File: src/hdl/cet_pkg.sv
// ----------------------------------------------------------------------------
// Expression tokeniser package
// Shared types, character constants and character-class helpers.
// ----------------------------------------------------------------------------
package cet_pkg;

  // Width of the running position counter; token start offsets are its low bits.
  localparam int unsigned POSITION_BITS = 16;
  localparam logic [POSITION_BITS-1:0] POS_ONE = POSITION_BITS'(1);

  // Result buffer depth: room for two items' worth of tokens.
  localparam int unsigned FIFO_DEPTH = 4;
  localparam int unsigned FIFO_AW    = $clog2(FIFO_DEPTH);
  localparam int unsigned FIFO_CW    = $clog2(FIFO_DEPTH + 1);

  localparam logic [7:0] CH_PLUS   = 8'h2B;
  localparam logic [7:0] CH_MINUS  = 8'h2D;
  localparam logic [7:0] CH_SLASH  = 8'h2F;
  localparam logic [7:0] CH_STAR   = 8'h2A;
  localparam logic [7:0] CH_CARET  = 8'h5E;
  localparam logic [7:0] CH_COMMA  = 8'h2C;
  localparam logic [7:0] CH_LPAREN = 8'h28;
  localparam logic [7:0] CH_RPAREN = 8'h29;
  localparam logic [7:0] CH_D      = 8'h64;
  localparam logic [7:0] CH_E      = 8'h65;
  localparam logic [7:0] CH_P      = 8'h70;
  localparam logic [7:0] CH_I      = 8'h69;
  localparam logic [7:0] CH_POINT  = 8'h2E;
  localparam logic [7:0] CH_UNDER  = 8'h5F;
  localparam logic [7:0] CH_SPACE  = 8'h20;
  localparam logic [7:0] CH_NUL    = 8'h00;

  localparam logic [31:0] INT_MAX = 32'h7FFF_FFFF;

  typedef enum logic [7:0] {
    MODE_START = 8'b0000_0001,
    MODE_E     = 8'b0000_0010,
    MODE_PI1   = 8'b0000_0100,
    MODE_PI2   = 8'b0000_1000,
    MODE_DICE  = 8'b0001_0000,
    MODE_ID    = 8'b0010_0000,
    MODE_INT   = 8'b0100_0000,
    MODE_DEC   = 8'b1000_0000
  } scan_mode_e;

  typedef enum logic [3:0] {
    TK_INT   = 4'd0,
    TK_DEC   = 4'd1,
    TK_EULER = 4'd2,
    TK_PI    = 4'd3,
    TK_OP    = 4'd4,
    TK_DICE  = 4'd5,
    TK_ID    = 4'd6,
    TK_END   = 4'd7,
    TK_ERR   = 4'd8
  } tok_kind_e;

  typedef struct packed {
    tok_kind_e   kind;
    logic [7:0]  chr;
    logic [15:0] start;
    logic [15:0] len;
    logic [31:0] mant;
    logic [7:0]  frac;
    logic        last;
  } token_t;

  typedef struct packed {
    scan_mode_e               mode;
    logic                     stopped;
    logic [POSITION_BITS-1:0] pos;
    logic [POSITION_BITS-1:0] tstart;
    logic [15:0]              len;
    logic [31:0]              acc;
    logic [7:0]               frac;
  } scan_state_t;

  // Tokens produced by one character, packed from the front.
  typedef struct packed {
    logic [1:0] n;
    token_t     tok0;
    token_t     tok1;
  } step_out_t;

  function automatic logic is_digit(input logic [7:0] c);
    return c inside {[8'h30:8'h39]};
  endfunction

  function automatic logic is_alpha(input logic [7:0] c);
    return c inside {[8'h41:8'h5A], [8'h61:8'h7A]};
  endfunction

  function automatic logic is_alnum(input logic [7:0] c);
    return is_digit(c) || is_alpha(c);
  endfunction

  function automatic logic is_idc(input logic [7:0] c);
    return is_alnum(c) || (c == CH_UNDER);
  endfunction

  function automatic logic is_space(input logic [7:0] c);
    return (c == CH_SPACE) || (c inside {[8'h09:8'h0D]});
  endfunction

  function automatic logic is_op(input logic [7:0] c);
    return c inside {CH_PLUS, CH_MINUS, CH_SLASH, CH_STAR, CH_CARET,
                     CH_COMMA, CH_LPAREN, CH_RPAREN};
  endfunction

  // acc * 10 + digit, saturating at all ones; c is known to be a digit.
  function automatic logic [31:0] add_digit(input logic [31:0] acc, input logic [7:0] c);
    logic [35:0] v;
    v = ({4'b0, acc} << 3) + ({4'b0, acc} << 1) + 36'(c[3:0]);
    return (v[35:32] != 4'd0) ? 32'hFFFF_FFFF : v[31:0];
  endfunction

  function automatic logic [15:0] sat_inc16(input logic [15:0] v);
    return (v == 16'hFFFF) ? v : v + 16'd1;
  endfunction

  function automatic logic [7:0] sat_inc8(input logic [7:0] v);
    return (v == 8'hFF) ? v : v + 8'd1;
  endfunction

endpackage

File: src/hdl/cet_if.sv
// ----------------------------------------------------------------------------
// Expression tokeniser channels
// Character input channel and token output channel, valid/ready handshake.
// ----------------------------------------------------------------------------
interface cet_char_if;
  logic       valid;
  logic       ready;
  logic [7:0] character;

  modport source (output valid, output character, input ready);
  modport sink   (input valid, input character, output ready);
endinterface

interface cet_tok_if;
  logic        valid;
  logic        ready;
  logic [3:0]  token_kind;
  logic [7:0]  token_char;
  logic [15:0] start_position;
  logic [15:0] token_length;
  logic [31:0] number_mantissa;
  logic [7:0]  fraction_digits;
  logic        last;

  modport source (output valid, output token_kind, output token_char,
                  output start_position, output token_length,
                  output number_mantissa, output fraction_digits,
                  output last, input ready);
  modport sink   (input valid, input token_kind, input token_char,
                  input start_position, input token_length,
                  input number_mantissa, input fraction_digits,
                  input last, output ready);
endinterface

File: src/hdl/calculator_expression_tokenizer_core.sv
// ----------------------------------------------------------------------------
// Calculator expression tokeniser
// Lexer for arithmetic expressions: one character per item in, tokens out.
// ----------------------------------------------------------------------------
//
//   Channel   Direction  Item carries
//   char_i    in         one byte of the expression (0 ends the input)
//   tok_o     out        one finished token with position, length and value
//
// Each accepted item is held in the input register and stepped through the
// lexer from there, its tokens landing in a four-entry result buffer that
// drives the output; a new item can be taken in every cycle while the
// buffer has room.
// An item is only stepped when the buffer has room for two tokens, so a
// stalled output holds the input register and then drops char_i.ready.
// Reset clears the scan state, the position counter and the buffer.
// After an end or error token, later items are taken and give no tokens.
//
// ----------------------------------------------------------------------------
module calculator_expression_tokenizer_core import cet_pkg::*; (
  input  logic          clk_i,
  input  logic          rst_ni,
  cet_char_if.sink      char_i,
  cet_tok_if.source     tok_o
);

  // Input register: the character waiting to be stepped.
  logic [7:0]          chr_q;
  logic                chr_valid_q;

  // Lexer state, updated once per stepped item.
  scan_state_t         state_q;
  scan_state_t         state_nxt;
  step_out_t           step_out;
  step_out_t           push;

  logic [FIFO_CW-1:0]  buf_cnt;
  token_t              head;
  logic                room;
  logic                fire;
  logic                pop;

  // Room for two tokens means any item can be stepped without loss.
  assign room = (buf_cnt <= FIFO_CW'(FIFO_DEPTH - 2));
  assign fire = chr_valid_q && room;

  // The input register frees up in the same cycle it is stepped, so the
  // stream keeps moving at one item per cycle while the buffer has room.
  assign char_i.ready = !chr_valid_q || room;

  always_ff @(posedge clk_i) begin
    if (char_i.valid && char_i.ready) begin
      chr_q <= char_i.character;
    end
  end

  always_ff @(posedge clk_i or negedge rst_ni) begin
    if (!rst_ni) begin
      chr_valid_q <= 1'b0;
    end else if (char_i.valid && char_i.ready) begin
      chr_valid_q <= 1'b1;
    end else if (fire) begin
      chr_valid_q <= 1'b0;
    end
  end

  cet_step u_step (
    .chr_i (chr_q),
    .cur_i (state_q),
    .nxt_o (state_nxt),
    .out_o (step_out)
  );

  always_ff @(posedge clk_i or negedge rst_ni) begin
    if (!rst_ni) begin
      state_q.mode    <= MODE_START;
      state_q.stopped <= 1'b0;
      state_q.pos     <= '0;
      state_q.tstart  <= '0;
      state_q.len     <= '0;
      state_q.acc     <= '0;
      state_q.frac    <= '0;
    end else if (fire) begin
      state_q <= state_nxt;
    end
  end

  // Tokens are only written into the buffer for an item actually stepped.
  always_comb begin
    push   = step_out;
    push.n = fire ? step_out.n : 2'd0;
  end

  assign pop = tok_o.valid && tok_o.ready;

  cet_tok_fifo u_fifo (
    .clk_i  (clk_i),
    .rst_ni (rst_ni),
    .push_i (push),
    .pop_i  (pop),
    .cnt_o  (buf_cnt),
    .head_o (head)
  );

  assign tok_o.valid           = (buf_cnt != '0);
  assign tok_o.token_kind      = head.kind;
  assign tok_o.token_char      = head.chr;
  assign tok_o.start_position  = head.start;
  assign tok_o.token_length    = head.len;
  assign tok_o.number_mantissa = head.mant;
  assign tok_o.fraction_digits = head.frac;
  assign tok_o.last            = head.last;

  // The buffer never holds more tokens than it has entries.
  a_buf_bound: assert property (@(posedge clk_i) disable iff (!rst_ni)
    buf_cnt <= FIFO_CW'(FIFO_DEPTH))
    else $error("result buffer overfilled");

  // Once an end or error token has been produced the lexer stays stopped.
  a_stop_sticky: assert property (@(posedge clk_i) disable iff (!rst_ni)
    state_q.stopped |=> state_q.stopped)
    else $error("stopped state left without reset");

  // A stopped lexer produces no tokens.
  a_stop_silent: assert property (@(posedge clk_i) disable iff (!rst_ni)
    (fire && state_q.stopped) |-> (push.n == 2'd0))
    else $error("token produced after end of input");

  // End and error tokens are always the final token of their item.
  a_end_last: assert property (@(posedge clk_i) disable iff (!rst_ni)
    (tok_o.valid && (head.kind == TK_END || head.kind == TK_ERR)) |-> head.last)
    else $error("end or error token not marked last");

endmodule

File: src/hdl/cet_step.sv
// ----------------------------------------------------------------------------
// Expression tokeniser step
// One lexer transition: next scan state and up to two finished tokens.
// ----------------------------------------------------------------------------
module cet_step import cet_pkg::*; (
  input  logic [7:0]  chr_i,
  input  scan_state_t cur_i,
  output scan_state_t nxt_o,
  output step_out_t   out_o
);

  scan_state_t s;
  logic        keep;
  logic        emit_a;
  logic        emit_b;
  token_t      tok_a;
  token_t      tok_b;

  always_comb begin
    s      = cur_i;
    keep   = 1'b0;
    emit_a = 1'b0;
    emit_b = 1'b0;
    tok_a  = '0;
    tok_b  = '0;
    tok_a.start = 16'(cur_i.tstart);
    tok_a.len   = cur_i.len;
    tok_b.start = 16'(cur_i.pos);

    if (!cur_i.stopped) begin
      // Continue or close the pending token.
      case (cur_i.mode)
        MODE_DICE: begin
          if (is_alpha(chr_i)) begin
            keep   = 1'b1;
            s.mode = MODE_ID;
          end else begin
            emit_a     = 1'b1;
            tok_a.kind = TK_DICE;
            tok_a.chr  = CH_D;
          end
        end
        MODE_E: begin
          if (is_alnum(chr_i)) begin
            keep   = 1'b1;
            s.mode = MODE_ID;
          end else begin
            emit_a     = 1'b1;
            tok_a.kind = TK_EULER;
          end
        end
        MODE_PI1: begin
          if (chr_i == CH_I) begin
            keep   = 1'b1;
            s.mode = MODE_PI2;
          end else if (is_idc(chr_i)) begin
            keep   = 1'b1;
            s.mode = MODE_ID;
          end else begin
            emit_a     = 1'b1;
            tok_a.kind = TK_ID;
          end
        end
        MODE_PI2: begin
          if (is_idc(chr_i)) begin
            keep   = 1'b1;
            s.mode = MODE_ID;
          end else begin
            emit_a     = 1'b1;
            tok_a.kind = TK_PI;
          end
        end
        MODE_ID: begin
          if (is_alnum(chr_i)) begin
            keep = 1'b1;
          end else begin
            emit_a     = 1'b1;
            tok_a.kind = TK_ID;
          end
        end
        MODE_INT: begin
          if (chr_i == CH_POINT) begin
            keep   = 1'b1;
            s.mode = MODE_DEC;
          end else if (is_digit(chr_i)) begin
            keep  = 1'b1;
            s.acc = add_digit(cur_i.acc, chr_i);
          end else begin
            emit_a     = 1'b1;
            tok_a.kind = TK_INT;
            tok_a.mant = cur_i.acc[31] ? INT_MAX : cur_i.acc;
          end
        end
        MODE_DEC: begin
          if (is_digit(chr_i)) begin
            keep   = 1'b1;
            s.acc  = add_digit(cur_i.acc, chr_i);
            s.frac = sat_inc8(cur_i.frac);
          end else begin
            emit_a     = 1'b1;
            tok_a.kind = TK_DEC;
            tok_a.mant = cur_i.acc;
            tok_a.frac = cur_i.frac;
          end
        end
        default: begin
        end
      endcase

      if (keep) begin
        s.pos = cur_i.pos + POS_ONE;
        s.len = sat_inc16(cur_i.len);
      end else begin
        // The character is looked at again from the start state.
        s.mode   = MODE_START;
        s.tstart = cur_i.pos;
        s.len    = 16'd0;
        s.acc    = '0;
        s.frac   = '0;
        if (is_op(chr_i)) begin
          s.pos      = cur_i.pos + POS_ONE;
          emit_b     = 1'b1;
          tok_b.kind = TK_OP;
          tok_b.chr  = chr_i;
          tok_b.len  = 16'd1;
        end else if (chr_i == CH_D) begin
          s.pos  = cur_i.pos + POS_ONE;
          s.len  = 16'd1;
          s.mode = MODE_DICE;
        end else if (chr_i == CH_E) begin
          s.pos  = cur_i.pos + POS_ONE;
          s.len  = 16'd1;
          s.mode = MODE_E;
        end else if (chr_i == CH_P) begin
          s.pos  = cur_i.pos + POS_ONE;
          s.len  = 16'd1;
          s.mode = MODE_PI1;
        end else if (is_digit(chr_i)) begin
          s.pos  = cur_i.pos + POS_ONE;
          s.len  = 16'd1;
          s.acc  = 32'(chr_i[3:0]);
          s.mode = MODE_INT;
        end else if (is_alpha(chr_i)) begin
          s.pos  = cur_i.pos + POS_ONE;
          s.len  = 16'd1;
          s.mode = MODE_ID;
        end else if (is_space(chr_i)) begin
          s.pos = cur_i.pos + POS_ONE;
        end else begin
          emit_b     = 1'b1;
          tok_b.kind = (chr_i == CH_NUL) ? TK_END : TK_ERR;
          s.stopped  = 1'b1;
        end
      end
    end
  end

  always_comb begin
    out_o = '0;
    if (emit_a && emit_b) begin
      out_o.n         = 2'd2;
      out_o.tok0      = tok_a;
      out_o.tok1      = tok_b;
      out_o.tok1.last = 1'b1;
    end else if (emit_a) begin
      out_o.n         = 2'd1;
      out_o.tok0      = tok_a;
      out_o.tok0.last = 1'b1;
    end else if (emit_b) begin
      out_o.n         = 2'd1;
      out_o.tok0      = tok_b;
      out_o.tok0.last = 1'b1;
    end
  end

  assign nxt_o = s;

endmodule

File: src/hdl/cet_tok_fifo.sv
// ----------------------------------------------------------------------------
// Expression tokeniser result buffer
// Small token queue that takes up to two tokens and gives one per cycle when popped.
// ----------------------------------------------------------------------------
module cet_tok_fifo import cet_pkg::*; (
  input  logic               clk_i,
  input  logic               rst_ni,
  input  step_out_t          push_i,
  input  logic               pop_i,
  output logic [FIFO_CW-1:0] cnt_o,
  output token_t             head_o
);

  token_t               mem_q [FIFO_DEPTH];
  logic [FIFO_AW-1:0]   wr_q, wr_d;
  logic [FIFO_AW-1:0]   rd_q, rd_d;
  logic [FIFO_CW-1:0]   cnt_q, cnt_d;
  logic [FIFO_AW-1:0]   wr_next;

  assign wr_next = wr_q + FIFO_AW'(1);

  always_ff @(posedge clk_i) begin
    if (push_i.n != 2'd0) begin
      mem_q[wr_q] <= push_i.tok0;
    end
    if (push_i.n == 2'd2) begin
      mem_q[wr_next] <= push_i.tok1;
    end
  end

  always_comb begin
    wr_d  = wr_q + FIFO_AW'(push_i.n);
    rd_d  = rd_q + FIFO_AW'(pop_i);
    cnt_d = cnt_q + FIFO_CW'(push_i.n) - FIFO_CW'(pop_i);
  end

  always_ff @(posedge clk_i or negedge rst_ni) begin
    if (!rst_ni) begin
      wr_q  <= '0;
      rd_q  <= '0;
      cnt_q <= '0;
    end else begin
      wr_q  <= wr_d;
      rd_q  <= rd_d;
      cnt_q <= cnt_d;
    end
  end

  assign cnt_o  = cnt_q;
  assign head_o = mem_q[rd_q];

endmodule
File: src/flat_wrapper.sv
// flat-port wrapper written by rule: the top's interface ports become plain ports
module calculator_expression_tokenizer_core_flat import cet_pkg::*;
  (clk_i, rst_ni, char_i_valid, char_i_character, char_i_ready, tok_o_valid, tok_o_token_kind, tok_o_token_char, tok_o_start_position, tok_o_token_length, tok_o_number_mantissa, tok_o_fraction_digits, tok_o_last, tok_o_ready);
  cet_char_if char_i_i ();
  cet_tok_if tok_o_i ();
  input  logic clk_i;
  input  logic rst_ni;
  input wire logic [$bits(char_i_i.valid)-1:0] char_i_valid;
  input wire logic [$bits(char_i_i.character)-1:0] char_i_character;
  output wire logic [$bits(char_i_i.ready)-1:0] char_i_ready;
  output wire logic [$bits(tok_o_i.valid)-1:0] tok_o_valid;
  output wire logic [$bits(tok_o_i.token_kind)-1:0] tok_o_token_kind;
  output wire logic [$bits(tok_o_i.token_char)-1:0] tok_o_token_char;
  output wire logic [$bits(tok_o_i.start_position)-1:0] tok_o_start_position;
  output wire logic [$bits(tok_o_i.token_length)-1:0] tok_o_token_length;
  output wire logic [$bits(tok_o_i.number_mantissa)-1:0] tok_o_number_mantissa;
  output wire logic [$bits(tok_o_i.fraction_digits)-1:0] tok_o_fraction_digits;
  output wire logic [$bits(tok_o_i.last)-1:0] tok_o_last;
  input wire logic [$bits(tok_o_i.ready)-1:0] tok_o_ready;
  assign char_i_i.valid = char_i_valid;
  assign char_i_i.character = char_i_character;
  assign char_i_ready = char_i_i.ready;
  assign tok_o_valid = tok_o_i.valid;
  assign tok_o_token_kind = tok_o_i.token_kind;
  assign tok_o_token_char = tok_o_i.token_char;
  assign tok_o_start_position = tok_o_i.start_position;
  assign tok_o_token_length = tok_o_i.token_length;
  assign tok_o_number_mantissa = tok_o_i.number_mantissa;
  assign tok_o_fraction_digits = tok_o_i.fraction_digits;
  assign tok_o_last = tok_o_i.last;
  assign tok_o_i.ready = tok_o_ready;
  calculator_expression_tokenizer_core u_core (.clk_i(clk_i), .rst_ni(rst_ni), .char_i(char_i_i), .tok_o(tok_o_i));
endmodule
File: config.mk
export PLATFORM = sky130hd
export DESIGN_NAME = calculator_expression_tokenizer_core_flat
export DESIGN_NICKNAME = d
export VERILOG_FILES = /design/src/hdl/cet_pkg.sv /design/src/hdl/cet_if.sv /design/src/hdl/calculator_expression_tokenizer_core.sv /design/src/hdl/cet_step.sv /design/src/hdl/cet_tok_fifo.sv /design/src/flat_wrapper.sv
export SDC_FILE = /design/constraint.sdc
export NUM_CORES = 1
export LEC_CHECK = 0
export BUFFER_PORTS_ARGS = -buffer_cell sky130_fd_sc_hd__buf_2
export CAP_MARGIN = 20
export CORE_AREA = 10 10 230 232
export CTS_CLUSTER_SIZE = 28
export DETAILED_ROUTE_END_ITERATION = 12
export DIE_AREA = 0 0 240 242
export PLACE_DENSITY = 0.8
export SETUP_SLACK_MARGIN = 0.5
export SLEW_MARGIN = 0
export SYNTH_ARGS = -nofsm -noshare
export SYNTH_HDL_FRONTEND = slang
export SYNTH_HIERARCHICAL = 1
export SYNTH_SLANG_ARGS = --single-unit
File: constraint.sdc
create_clock -name clk_i -period 10.3 [get_ports clk_i]
set_input_delay 1.545 -clock clk_i [delete_from_list [all_inputs] [get_ports clk_i]]
set_output_delay 1.545 -clock clk_i [all_outputs]
set_load 0.05 [all_outputs]
# == Word-level counts from Yosys, hierarchy flattened ==
# Memory sizes are Yosys's and may differ from the RTL's.
# Cells that the tools add are included.
# classes
bitwise_logic,2
order_cmp,9
eq_ne,37
reduce_logical,28
mux,110
add_sub_neg,10
# op_table
cell,n
$mux 16,11
$mux 86,2
$mux 40,4
$pmux 32 s2,2
$mux 32,3
$mux 31,3
$mux 89,1
$mux 8,11
$mux 87,1
$mux 85,1
$eq 8x6->1 const B,10
$eq 8x7->1 const B,7
$mux 4,12
$pmux 8 s5,1
$mux 1,38
$add 35x33->36,1
$add 36x4->36,1
$mux 12,3
$mux 33,1
$add 16x1->16 const B,2
$mux 7,4
$pmux 4 s6,1
$ne 3x3->1 const B,6
$eq 16x16->1 const B,1
42 further kinds,69
# word_totals
in_bits,12
ram_bits,340
register_bits,113
memories,1
wordCells,209
# mem_list
memory,depth,width,rd,rd_clocked_by_memory_dff,wr,line_no,text
u_core.u_fifo.mem_q,4,85,1,0,2,cet_tok_fifo.sv:14,token_t mem_q [FIFO_DEPTH];

# == Logic depth before layout (Yosys ltp) ==
# depth
word_depth,19
mapped_depth,19

# == Modules after synthesis ==
# The synthesis kept the hierarchy.
# modules_own_cells
mod,seq_area_each_um2,area_each_um2,cells_each,instances
cet_tok_fifo,10385.0,16834.9,859,1
cet_step,0.0,6371.1,979,1
calculator_expression_tokenizer_core,2693.8,3952.5,226,1

# == Worst setup path before layout ==
# OpenSTA, ideal clock, no wires.
# synth_path
path_type,register to register
start,reg u_core.chr_q[2]
end,mem u_core/u_fifo/mem_q[0][0] (netlist bit) (enable)
path_stages_with_launch,16
setup_time_ns,0.654
path_slack_ns,0.297
arrival_time_ns,9.349
required_time_ns,9.646
cell_sequence,edfxtp_1 clkbuf_1 nand3b_1 or4_1 nand3_1 and2_1 a21oi_1 o31a_2 clkbuf_2 buf_2 ha_1 buf_4 inv_1 nor2_1 nor2_1 o31ai_1
# synth_rtl
element,line_no,text
"start, declared",calculator_expression_tokenizer_core.sv:28,logic [7:0] chr_q;
"start signal, assigned",calculator_expression_tokenizer_core.sv:53,chr_q <= char_i.character;
"end, declared",cet_tok_fifo.sv:14,

==> run_results.csv <==
group,metric,value,unit
finish,layout.nets,2195,
sta,fin_crit,6.30,ns
global_routing,antenna_found_initial,6,
placed_design,dp_slack,4.05,ns
placed_design,place_congestion,0.916,
die,x_dimension_of_the_die,240,um
sta,hold_viol,0,
die,core_region_area,0.0484,mm^2
global_routing,grt_start_max_net_pins,68,
sta,timing.slew.headroom,22.5,%
synth,synth_sequential_area_ratio,48.2,%
drt,drt_iter0_markers,1547,
finish,layout.filler_cells,3673,
sta,worstMarginPinSlew,1.16,ns
worst_setup_path,startpoint_type,"register",
finish,drive_gt1_share,33.7,%
synth,synth_largest_area_cell,"edfxtp_1",
die,initial_utilization,56.1,%
drt,avgRoutedWirePerCell,22.8,um
clocking,cts.sink_count,453,
placed_design,dp.final_hpwl,39600,um
die,std_cell_rows,81,
synth,post_synth_num_cell_types,94,
run_status,outcome,"complete, no violations",
clocking,clkSlewWorstSetupHoldPaths,0.06,ns
worst_setup_path,critical_path_start_end_classification,"reg2reg",
clocking,cts-resized-gates,0,
sta,finalSetupViolCount,0,
synth,synth_edf_count,348,
drt,routed_wirelength,63100,um
drt,num_vias,17282,
clocking,tritoncts,"yes",
placed_design,io_buffers,98,
pwr,leakage,12.1,nW
worst_setup_path,path_max_fanout,38,
synth,netlist_area,0.0272,mm^2
global_routing,grt_pass1_wl,100000,um
drt,route.detailed.drc,0,
synth,synthMostInstantiatedCell,"mux2_2",
clocking,cts_buffers,48,
sta,tns,0,ns
synth,synthCells,2064,
die,die_h,242,um
die,floorplan.io_pins,99,
drt,post_drt_via_cell_ratio,6.24,
worst_setup_path,kind_of_end_point_of_the_critical_path,"register",
synth,asyncSetResetFlopFracSynth,23.2,%
synth,yosys_most_used_dff,"edfxtp_1",
sta,fin_worst_setup_slack,4.00,ns
global_routing,track_usage,21.6,%
drt,postRouteAntennaNets,0,
sta,fin_skew,0.0344,ns
clocking,clock_tree.buffer_depth,3,
clocking,htree_num_levels,2,
pwr,max-vdd-ir-drop,157,uV
finish,sequential_cell_area,0.0131,mm^2
sta,grt_setup_unrepaired,"no",
sta,fin_crit_sh,61.1,%
synth,share_of_the_synthesized_area_in_the_top_cell_type,38.5,%
clocking,cts_post_setup_buffers_inserted,0,
synth,synth_area_leaders,"edfxtp_1 (38%), mux2_2 (16%), dfrtp_1 (9.6%)",
worst_setup_path,crit_required,10.50,ns
synth,syn_avg_cell_area,13.2,um^2
synth,post_synth_most_frequent_cells,"mux2_2 (387), edfxtp_1 (348), nand2_1 (136), dfrtp_1 (104), mux4_2 (85)",
synth,yosys_warnings,6,
finish,area_taken_by_multi_input_logic_gates,0.0130,mm^2
clocking,root_buffer,"clkbuf_16",
clocking,clock_latency,0.60,ns
die,design.die.area,0.0581,mm^2
global_routing,first_global_vias,17824,
worst_setup_path,cp_data_arrival_time,6.50,ns
sta,timing.final.max_slew_violations,0,
global_routing,gr-total-overflow,0,
drt,drtPass1Iterations,6,
sta,fmaxAchievable,159,MHz
clocking,holdBufCountCts,0,
min_path,min-delay-path-class,"reg2reg",
pwr,power_per_cell_area,205,mW/mm^2
synth,synth_seq_cells,453,
run,max_cap_viol_count,0,
finish,flow.area_growth_from_synthesis,7.58,%
-- sequential cells by signal, summed over array words and instances (netlist names) --
name                 cells
u_core/chr_q             8
u_core/state_q          97
u_core/chr_valid_q       1
u_core/u_fifo/mem_q    340
u_core/u_fifo/wr_q       2
u_core/u_fifo/cnt_o      3
u_core/u_fifo/rd_q       2
-- layout make-up --
| class | count | share of cell area [%] |
|---|---|---|
| Antenna cell | 2 | 0.0171 |
| Clock buffer | 62 | 4.33 |
| Clock inverter | 26 | 0.942 |
| Inverter | 23 | 0.295 |
| Multi-Input combinational cell | 1455 | 44.5 |
| Sequential cell | 453 | 44.8 |
| Tap cell | 622 | 2.66 |
| Timing Repair Buffer | 126 | 2.48 |
-- cells in the final DEF, fill, tap and decap left out, drive strengths merged, types with 5 or more instances in the layout --
master,n
nand3,42
xor2,32
a21oi,64
o21a,35
or4,5
or2,6
and2,58
nand2b,16
nor2b,10
a41oi,5
dfrtp,104
inv,24
nor2,71
nand3b,6
clkbuf,62
buf,126
edfxtp,348
xnor2,30
o21ai,71
nor4,10
and3,14
ha,73
o22ai,5
o31ai,5
or3,6
a21o,19
nand2,137
nor3,49
nand4,13
conb,57
clkinv,21
o211ai,9
a31oi,6
mux2,455
mux4,85
-- critical path: stages (launching register included) --
cell and delay (ns):
edfxtp_1 0.59, or4_4 0.64, nor2_4 0.14, nor3_1 0.10, nor4_4 0.38, nand3_4 0.23, nor3_4 0.71, ha_1 0.31
inv_1 0.06, nor2_1 0.61, mux2i_1 0.33, nor2_4 0.56, buf_4 0.54, buf_4 0.64
-- path summary, 6_finish.rpt --
| kind | slack [ns] | startpoint | end | depth (start not counted) |
|---|---|---|---|---|
| min in group asynchronous | 1.10 | rst_ni | u_core/state_q[22] | 1 |
| worst max register to register | 4.00 | u_core/chr_q[0] | u_core/u_fifo/mem_q[1][73] | 13 |
| worst min-delay path | 0.53 | u_core/chr_valid_q | u_core/chr_valid_q | 2 |
| max in group asynchronous | 8.09 | rst_ni | u_core/state_q[46] | 2 |
| worst max-delay path | 4.00 | u_core/chr_q[0] | u_core/u_fifo/mem_q[1][73] | 13 |
| worst min register to register | 0.53 | u_core/chr_valid_q | u_core/chr_valid_q | 2 |
-- layer usage --
| layer | part of all wire, % | GRT usage (%) | vias up |
|---|---|---|---|
| met5 | 0.082 | 0 | - |
| met4 | 2.2 | 5.62 | 8 |
| met3 | 6.5 | 3.82 | 107 |
| met2 | 49 | 35.8 | 555 |
| met1 | 42 | 28.6 | 8781 |
| li1 | - | - | 7831 |
-- report_power, final --
| group | internal, mW | total [mW] | switching [mW] | leakage, nW |
|---|---|---|---|---|
| sequential | 2.00 | 2.14 | 0.140 | 4.71 |
| clock | 0.974 | 1.70 | 0.727 | 0.760 |
| combinational | 0.695 | 2.15 | 1.45 | 6.61 |
-- cell families (layout without fill, tap and decap cells) --
kind of cell | Yosys count | in the layout | share of synthesized area (%)
mux | 542 | 542 | 26.1
xor+xnor | 62 | 62 | 2.00
flops | 453 | 453 | 48.2
simple gates | 463 | 463 | 9.07
other cells | 1 | 59 | 0.0138
buf+inv | 212 | 237 | 5.04
compound gates | 255 | 255 | 6.04
fa+ha+maj | 76 | 76 | 3.58
-- through the flow --
| step | instances | power (mW) | hold WS, ns | util (%) | area (um^2) |
|---|---|---|---|---|---|
| 6_report | 2769 | 5.99 | 0.532 | 60.3 | 29200 |
| 4_1_cts | 2766 | 6.05 | 0.533 | 60.2 | 29200 |
| 3_5_place_dp | 2678 | 4.35 | 0.519 | 57.1 | 27600 |
| 5_1_grt | 2769 | 6.22 | 0.559 | 60.3 | 29200 |
| 3_3_place_gp | 2678 | 4.34 | 0.501 | 57.1 | 27600 |
| 2_1_floorplan | 2120 | 3.88 | 0.464 | - | 27400 |
No activity file was read; power rests on OpenSTA's default activity.
